$ cat config.mk
export PLATFORM = sky130hd
export DESIGN_NAME = ttcg_ctrl
export DESIGN_NICKNAME = d
export VERILOG_FILES = /design/src/hdl/ttcg_pkg.sv /design/src/hdl/ttcg_ctrl.sv
export SDC_FILE = /design/constraint.sdc
export NUM_CORES = 1
export LEC_CHECK = 0
export BUFFER_PORTS_ARGS = -buffer_cell sky130_fd_sc_hd__buf_2
export CORE_MARGIN = 4
export CORE_UTILIZATION = 35
export CTS_CLUSTER_DIAMETER = 120
export DETAILED_ROUTE_END_ITERATION = 8
export GPL_TIMING_DRIVEN = 0
export SKIP_LAST_GASP = 1
export SLEW_MARGIN = 10
export SYNTH_ARGS = -nofsm -noshare
export SYNTH_HDL_FRONTEND = slang
export SYNTH_SLANG_ARGS = --single-unit
$ cat constraint.sdc
create_clock -name clk -period 2.7 [get_ports clk]
set_clock_uncertainty 0.05 [all_clocks]
set_input_delay 0.54 -clock clk [delete_from_list [all_inputs] [get_ports clk]]
set_output_delay 0.54 -clock clk [all_outputs]
set_load 0.005 [all_outputs]
$ cat src/hdl/ttcg_pkg.sv
package ttcg_pkg;

    // Grid geometry. Each row holds GRID_COLS character cells plus one
    // trailing cell that only ever receives zeros, from row clears and after a character.
    localparam int GRID_COLS  = 40;
    localparam int GRID_ROWS  = 16;
    localparam int COL_W      = $clog2(GRID_COLS + 1);
    localparam int ROW_W      = (GRID_ROWS > 1) ? $clog2(GRID_ROWS) : 1;
    localparam int ADDR_W     = ROW_W + COL_W;
    localparam int GRID_DEPTH = GRID_ROWS * (2 ** COL_W);

    // Command codes of an input transaction.
    localparam logic CMD_PUT  = 1'b0;
    localparam logic CMD_READ = 1'b1;

    // Byte codes the terminal reacts to.
    localparam logic [7:0] CH_BS     = 8'h08;
    localparam logic [7:0] CH_LF     = 8'h0A;
    localparam logic [7:0] CH_CR     = 8'h0D;
    localparam logic [7:0] CH_ESC    = 8'h1B;
    localparam logic [7:0] CH_LBRACK = 8'h5B;
    localparam logic [7:0] CH_TILDE  = 8'h7E;
    localparam logic [7:0] CH_DEL    = 8'h7F;
    localparam logic [7:0] CH_UP_A   = 8'h41;
    localparam logic [7:0] CH_UP_Z   = 8'h5A;
    localparam logic [7:0] CH_LO_A   = 8'h61;
    localparam logic [7:0] CH_LO_Z   = 8'h7A;
    localparam logic [7:0] PRINT_LO  = 8'd32;
    localparam logic [7:0] PRINT_HI  = 8'd126;

    // Write address selection.
    typedef logic [1:0] wa_sel_t;
    localparam wa_sel_t WA_CURSOR      = 2'd0;
    localparam wa_sel_t WA_CURSOR_LEFT = 2'd1;
    localparam wa_sel_t WA_SWEEP       = 2'd2;
    localparam wa_sel_t WA_INIT        = 2'd3;

    // Cursor column operations.
    typedef logic [1:0] col_op_t;
    localparam col_op_t COL_HOLD = 2'd0;
    localparam col_op_t COL_ZERO = 2'd1;
    localparam col_op_t COL_INC  = 2'd2;
    localparam col_op_t COL_DEC  = 2'd3;

    typedef struct packed {
        logic             cmd;
        logic [7:0]       char_code;
        logic [ROW_W-1:0] read_row;
        logic [COL_W-1:0] read_col;
    } item_t;

    typedef struct packed {
        logic [7:0]       cell_char;
        logic [ROW_W-1:0] cursor_row;
        logic [COL_W-1:0] cursor_col;
    } result_t;

    typedef struct packed {
        logic    load_item;
        logic    wr_en;
        wa_sel_t wr_addr_sel;
        logic    wr_char;
        logic    rd_en;
        col_op_t col_op;
        logic    row_inc;
        logic    scroll;
        logic    sweep_step;
        logic    out_load;
    } ctrl_cmd_t;

    typedef struct packed {
        logic is_read;
        logic read_ok;
        logic ch_esc;
        logic ch_lbrack;
        logic ch_cr;
        logic ch_lf;
        logic ch_bs;
        logic ch_print;
        logic ch_csi_end;
        logic col_zero;
        logic col_full;
        logic row_last;
        logic sweep_col_last;
        logic sweep_row_last;
    } dp_stat_t;

endpackage

$ cat src/hdl/ttcg_ctrl.sv
module ttcg_ctrl
    import ttcg_pkg::*;
(
    input  logic      clk,
    input  logic      rst_n,
    input  logic      item_valid,
    output logic      item_stall,
    output logic      result_valid,
    input  logic      result_stall,
    input  dp_stat_t  stat,
    output ctrl_cmd_t cmd
);

    localparam logic [2:0] S_INIT   = 3'd0;
    localparam logic [2:0] S_IDLE   = 3'd1;
    localparam logic [2:0] S_EXEC   = 3'd2;
    localparam logic [2:0] S_SCROLL = 3'd3;
    localparam logic [2:0] S_PUT    = 3'd4;
    localparam logic [2:0] S_ZERO   = 3'd5;
    localparam logic [2:0] S_READ   = 3'd6;
    localparam logic [2:0] S_DONE   = 3'd7;

    localparam logic [1:0] MODE_NORMAL = 2'd0;
    localparam logic [1:0] MODE_ESC    = 2'd1;
    localparam logic [1:0] MODE_CSI    = 2'd2;

    logic [2:0] state_reg;
    logic [2:0] state_next;
    logic [1:0] mode_reg;
    logic [1:0] mode_next;
    logic       out_valid_reg;
    logic       out_valid_next;
    logic       out_free;
    logic       fin;

    assign out_free = !out_valid_reg || !result_stall;

    always_comb
    begin
        cmd            = '0;
        state_next     = state_reg;
        mode_next      = mode_reg;
        out_valid_next = out_valid_reg;
        fin            = 1'b0;

        if (out_valid_reg && !result_stall)
        begin
            out_valid_next = 1'b0;
        end

        case (state_reg)
            S_INIT:
            begin
                cmd.wr_en       = 1'b1;
                cmd.wr_addr_sel = WA_INIT;
                cmd.sweep_step  = 1'b1;
                if (stat.sweep_col_last && stat.sweep_row_last)
                begin
                    state_next = S_IDLE;
                end
            end
            S_IDLE:
            begin
                if (item_valid)
                begin
                    cmd.load_item = 1'b1;
                    state_next    = S_EXEC;
                end
            end
            S_EXEC:
            begin
                if (stat.is_read)
                begin
                    if (stat.read_ok)
                    begin
                        cmd.rd_en  = 1'b1;
                        state_next = S_READ;
                    end
                    else
                    begin
                        fin = 1'b1;
                    end
                end
                else
                begin
                    case (mode_reg)
                        MODE_ESC:
                        begin
                            mode_next = stat.ch_lbrack ? MODE_CSI : MODE_NORMAL;
                            fin       = 1'b1;
                        end
                        MODE_CSI:
                        begin
                            if (stat.ch_csi_end)
                            begin
                                mode_next = MODE_NORMAL;
                            end
                            fin = 1'b1;
                        end
                        default:
                        begin
                            if (stat.ch_esc)
                            begin
                                mode_next = MODE_ESC;
                                fin       = 1'b1;
                            end
                            else if (stat.ch_cr)
                            begin
                                cmd.col_op = COL_ZERO;
                                fin        = 1'b1;
                            end
                            else if (stat.ch_lf)
                            begin
                                cmd.col_op = COL_ZERO;
                                if (stat.row_last)
                                begin
                                    cmd.scroll = 1'b1;
                                    state_next = S_SCROLL;
                                end
                                else
                                begin
                                    cmd.row_inc = 1'b1;
                                    fin         = 1'b1;
                                end
                            end
                            else if (stat.ch_bs)
                            begin
                                if (!stat.col_zero)
                                begin
                                    cmd.col_op      = COL_DEC;
                                    cmd.wr_en       = 1'b1;
                                    cmd.wr_addr_sel = WA_CURSOR_LEFT;
                                end
                                fin = 1'b1;
                            end
                            else if (stat.ch_print)
                            begin
                                if (stat.col_full)
                                begin
                                    cmd.col_op = COL_ZERO;
                                    if (stat.row_last)
                                    begin
                                        cmd.scroll = 1'b1;
                                        state_next = S_SCROLL;
                                    end
                                    else
                                    begin
                                        cmd.row_inc = 1'b1;
                                        state_next  = S_PUT;
                                    end
                                end
                                else
                                begin
                                    cmd.wr_en       = 1'b1;
                                    cmd.wr_addr_sel = WA_CURSOR;
                                    cmd.wr_char     = 1'b1;
                                    cmd.col_op      = COL_INC;
                                    state_next      = S_ZERO;
                                end
                            end
                            else
                            begin
                                fin = 1'b1;
                            end
                        end
                    endcase
                end
            end
            S_SCROLL:
            begin
                cmd.wr_en       = 1'b1;
                cmd.wr_addr_sel = WA_SWEEP;
                cmd.sweep_step  = 1'b1;
                if (stat.sweep_col_last)
                begin
                    if (stat.ch_print)
                    begin
                        state_next = S_PUT;
                    end
                    else
                    begin
                        fin = 1'b1;
                    end
                end
            end
            S_PUT:
            begin
                cmd.wr_en       = 1'b1;
                cmd.wr_addr_sel = WA_CURSOR;
                cmd.wr_char     = 1'b1;
                cmd.col_op      = COL_INC;
                state_next      = S_ZERO;
            end
            S_ZERO:
            begin
                cmd.wr_en       = 1'b1;
                cmd.wr_addr_sel = WA_CURSOR;
                fin             = 1'b1;
            end
            S_READ:
            begin
                fin = 1'b1;
            end
            S_DONE:
            begin
                fin = 1'b1;
            end
            default:
            begin
                state_next = S_IDLE;
            end
        endcase

        if (fin)
        begin
            if (out_free)
            begin
                cmd.out_load   = 1'b1;
                out_valid_next = 1'b1;
                state_next     = S_IDLE;
            end
            else
            begin
                state_next = S_DONE;
            end
        end
    end

    always_ff @(posedge clk or negedge rst_n)
    begin
        if (!rst_n)
        begin
            state_reg     <= S_INIT;
            mode_reg      <= MODE_NORMAL;
            out_valid_reg <= 1'b0;
        end
        else
        begin
            state_reg     <= state_next;
            mode_reg      <= mode_next;
            out_valid_reg <= out_valid_next;
        end
    end

    assign item_stall   = (state_reg != S_IDLE);
    assign result_valid = out_valid_reg;

`ifndef SYNTH
    a_accept_to_exec: assert property (@(posedge clk) disable iff (!rst_n)
        (item_valid && !item_stall) |=> (state_reg == S_EXEC))
        else $error("Accepted transaction did not enter execution.");

    a_no_overwrite: assert property (@(posedge clk) disable iff (!rst_n)
        cmd.out_load |-> (!out_valid_reg || !result_stall))
        else $error("Pending result overwritten before it was taken.");

    a_scroll_last_row: assert property (@(posedge clk) disable iff (!rst_n)
        (state_reg == S_SCROLL) |-> stat.row_last)
        else $error("Row clear sweep while cursor is not on the last row.");
`endif

endmodule

# Word level (Yosys, flattened, before mapping)
# Index checks and enable logic that the tools add are counted.
[word_totals]
out_inout_bits = 14
in_bits = 18
register_bits = 6
[op_classes]
bitwise = 1
n_eq_ne = 22
n_mux = 71
reduce_logical = 14
[ops]
columns = ["operator", "count"]
rows = [
  ["$mux W3", 19],
  ["$mux W4", 12],
  ["$mux W1", 23],
  ["$mux W2", 11],
  ["$ne A4 B4 Y1 const B", 4],
  ["$ne A5 B5 Y1 const B", 3],
  ["$pmux W3 S5", 1],
  ["$eq A3 B3 Y1 const B", 4],
  ["$ne A3 B3 Y1 const B", 4],
  ["$pmux W3 S4", 1],
  ["$reduce_and A12 Y1", 1],
  ["$pmux W2 S2", 2],
  ["$eq A3 B2 Y1 const B", 2],
  ["$reduce_bool A6 Y1", 1],
  ["$reduce_or A2 Y1", 3],
  ["$reduce_and A4 Y1", 1],
  ["$eq A3 B1 Y1 const B", 1],
  ["$logic_not A3 Y1", 1],
  ["$ne A3 B1 Y1 const B", 1],
  ["$pmux W1 S3", 1],
  ["$reduce_bool A3 Y1", 1],
  ["$reduce_or A3 Y1", 1],
  ["$eq A2 B1 Y1 const B", 1],
  ["$eq A2 B2 Y1 const B", 1],
  ["other kinds (6)", 8],
]

# Logic depth before layout (Yosys ltp)
[logic_depth]
depth_word = 11
mapped_depth = 6
ltp_nobuf = 6

# Worst setup path after synthesis
# OpenSTA, ideal clock, no wires.
[synth_timing]
kind = "reg2out"
start = "register mode_reg[0]"
end = "output cmd[4] (netlist name)"
n_path_buf = 0
path_stages_with_launch = 6
slack_ps = 519
t_required_ps = 2110
arrival_time_ps = 1591
path_cell_list = "dfrtp_1 > inv_1 > ha_1 > or3b_1 > or2_0 > nor4_1"
[synth_lines]
columns = ["item", "line", "text"]
rows = [
  ["start: declaration", "ttcg_ctrl.sv:29", "logic [1:0] mode_reg;"],
  ["start signal: assignment", "ttcg_ctrl.sv:240", "mode_reg <= mode_next;"],
  ["end: declaration", "ttcg_ctrl.sv:11", "output ctrl_cmd_t cmd"],
]

==> flow_metrics.py <==
metrics = {
    "route": {
        "detailroute.wirelength.met2_um": 851,
        "detail_route.vias_per_cell": 5.144,
        "detailroute.via_count": 751,
        "drc": 0,
        "detail_route.iter0.violations": 6,
        "drt_first_pass_iters": 4,
        "route.layer.met1.wl_um": 789,
        "finalWirelength_um": 1768,
        "top_metal_layer_carrying_routed_signals": "met4",
        "detailroute.wirelength.met3_um": 112,
        "route.antenna.remaining_nets": 0,
        "avgRoutedWirePerCell_um": 12.11,
    },
    "synthesis": {
        "seq_area_frac_synth_pct": 22.90,
        "yosys.area.top_type": "dfrtp_1",
        "synthMostInstantiatedCell": "nand2_1",
        "postSynthCellCount": 82,
        "yosys_most_used_dff": "dfrtp_1",
        "synthTopCellsByArea": "dfrtp_1, nand2_1, a2111oi_4, a21oi_1, ha_1",
        "synth_area_um2": 655.6,
        "ys_ff_latch": 6,
        "ys_top_cells_by_count": "nand2_1, dfrtp_1, inv_1",
        "synth_largest_type_area_fraction_pct": 22.90,
        "edff_count_synth": 0,
        "async_reset_ff_share_pct": 100.0,
        "synth.yosys.warnings": 0,
        "yosys.cell_types.count": 38,
        "syn_avg_cell_area_um2": 7.995,
        "synth.net_count": 102,
    },
    "worst_setup_path": {
        "cp_peak_stage_delay_ns": 0.40,
        "worstPathMaxFanout": 5,
        "worst_ep_arrival_time_ns": 2.04,
        "worstRegToRegCells": 6,
        "cp_cell_sequence": "ha_4 > or3b_4 > a211o_1 > a21oi_4 > a21oi_2 > buf_2",
        "setup.worst_path.class": "register to output port",
        "end_kind": "output port",
        "start_kind": "register",
        "crit_slowest_cell": "dfrtp_1",
        "cp.required_ns": 2.11,
    },
    "clock_tree": {
        "tritoncts": "done",
        "cts_buffers": 3,
        "cts.path.max_buffers": 2,
        "cts.sinks": 6,
        "clock_insertion_delay_worst_skew_ns": 0.23,
        "cts-htree-levels": 1,
        "clk_transition_reported_paths_ns": 0.04,
        "clock-root-buffer": "clkbuf_4",
        "post_cts_hold_buffer_count": 0,
    },
    "global_route": {
        "global_route.usage.total_pct": 14.44,
        "grt_pass1_wl_um": 2946,
        "number_of_global_route_vias_before_repair": 727,
        "grt-ovfl-total": 0,
        "grt_start_max_net_pins": 11,
        "initial_antenna_violation_count": 0,
    },
    "sta": {
        "slew_headroom_pct": 67.52,
        "number_of_setup_violations_in_the_final_report": 0,
        "hold_viol_final": 0,
        "post-route-min-period_ns": 2.632,
        "grt_setup_unrepaired": "true",
        "max_freq_mhz": 380.0,
        "report.final.slew_viol_count": 0,
        "timing.final.crit_share_pct": 97.48,
        "timing_worst_slew_pin_value_ns": 0.4750,
    },
    "flow_run": {
        "maxCapViolations": 0,
    },
    "die": {
        "fp.dieArea_um2": 2630,
        "fp.dieH_um": 51.28,
        "floorplan.initialDensity_pct": 37.56,
        "io_pins": 32,
        "die_w_um": 51.28,
        "rows": 15,
        "core_region_area_um2": 1745,
    },
    "cells_and_area": {
        "fillerInstances": 184,
        "final_standard_cell_area_without_fillers_um2": 935.9,
        "area.sequential_um2": 150.1,
        "layout.cells.non_filler": 146,
        "multi_input_area_um2": 496.7,
        "final_layout_size_suffix_gt1_share_pct": 43.80,
        "number_of_flip_flops_under_the_largest_register_name": 3,
        "synthToLayoutAreaGrowth_pct": 42.75,
        "finalNetCount": 143,
        "n_antenna_cell": 0,
        "finalCoreUtilization_pct": 53.62,
    },
    "placement": {
        "place_hpwl_um": 1408,
        "placed_area_um2": 842.1,
        "number_of_buffers_added_on_ports": 31,
        "gpl.final_weighted_congestion": 0.7710,
        "dp.cells": 138,
    },
    "run_status": {
        "outcome": "finished clean",
    },
    "pwr": {
        "peakVddDrop_mv": 0.4881,
        "power_density_nw_per_um2": 885.2,
        "power.leakage_nw": 0.4434,
    },
    "min_path": {
        "timing.hold.worst.class": "primary input to asynchronous set/reset pin",
    },
}
## power breakdown
group | internal (W) | total (W) | switching [W]
Sequential | 0.000131 | 0.000160 | 0.0000293
Combinational | 0.000297 | 0.000592 | 0.000295
Clock | 0.0000499 | 0.0000761 | 0.0000263
Total | 0.000478 | 0.000828 | 0.000351
## path summary, 6_finish.rpt
| path | from | to | slack, ns |
|---|---|---|---|
| min in group clk | mode_reg[0] | mode_reg[0] | 0.52 |
| worst max register to register | mode_reg[1] | state_reg[2] | 0.60 |
| worst max-delay path | mode_reg[1] | cmd[0] | 0.07 |
| worst min register to register | mode_reg[0] | mode_reg[0] | 0.52 |
| max in group asynchronous | rst_n | state_reg[1] | 2.40 |
| worst min-delay path | rst_n | mode_reg[1] | 0.07 |
## layout by cell type, fill, tap and decap left out, types with 2 or more instances in the layout
master,Yosys,layout
nand2b_1,2,2
mux2i_1,2,2
nand2_1,13,13
a211oi_1,2,2
buf_4,0,5
o21ai_1,3,3
o21ai_0,4,4
nor2b_1,3,3
nor2_1,4,4
nor3_1,2,2
dfrtp_1,6,6
clkbuf_4,0,3
inv_1,6,5
or3b_4,1,2
a21oi_1,5,4
buf_2,1,32
and3_1,2,2
## cells by family after synthesis
family | Yosys count | synth area share, %
flip-flops | 6 | 22.90
AO/OA/AOI/OAI | 26 | 32.06
buffers and inverters | 9 | 6.487
adder cells (fa/ha/maj) | 2 | 3.816
XOR/XNOR | 1 | 1.336
multiplexers | 2 | 3.054
AND/OR/NAND/NOR | 36 | 30.34
## worst max-delay path, delay by kind of cell, from the launching register on
| family | cells | cell delay, ns |
|---|---|---|
| compound gates | 3 | 0.60 |
| buf+inv | 1 | 0.13 |
| flops | 1 | 0.40 |
| simple gates | 1 | 0.40 |
| fa+ha+maj | 1 | 0.27 |
## layout make-up
| cell class | instances | share of cell area [%] |
|---|---|---|
| buffer | 3 | 2.139 |
| clock buffer | 3 | 2.406 |
| inverter | 6 | 2.406 |
| multi-input combinational | 67 | 53.07 |
| sequential | 6 | 16.04 |
| tap | 25 | 3.342 |
| timing repair buffer | 36 | 20.59 |
## per-layer routing
layer  vias up  GRT usage, %
met5         -             0
met4         0         6.550
met3         2         2.915
met2        25         25.11
met1       339         16.93
li1        385             -
## metrics by stage
step / setup TNS [ns] / worst slack, ns / total power [W] / hold WS [ns]
detailed placement: 0 / 0.2827 / 0.0006575 / 0.3148
floorplan: 0 / 0.5193 / 0.0005009 / 0.1944
global route: -0.02741 / -0.02741 / 0.0009234 / 0.05906
global placement: 0 / 0.2816 / 0.0006509 / 0.3158
finish: 0 / 0.06808 / 0.0008285 / 0.06601
CTS: 0 / 0.03199 / 0.0007433 / 0.06149
## repair_timing
action / 4_1_cts / 5_1_grt
endpoints found under the setup margin: 0 / 6
buffers inserted: 0 / 5
resized for setup: 0 / 6
(Power assumes the default switching activity.)
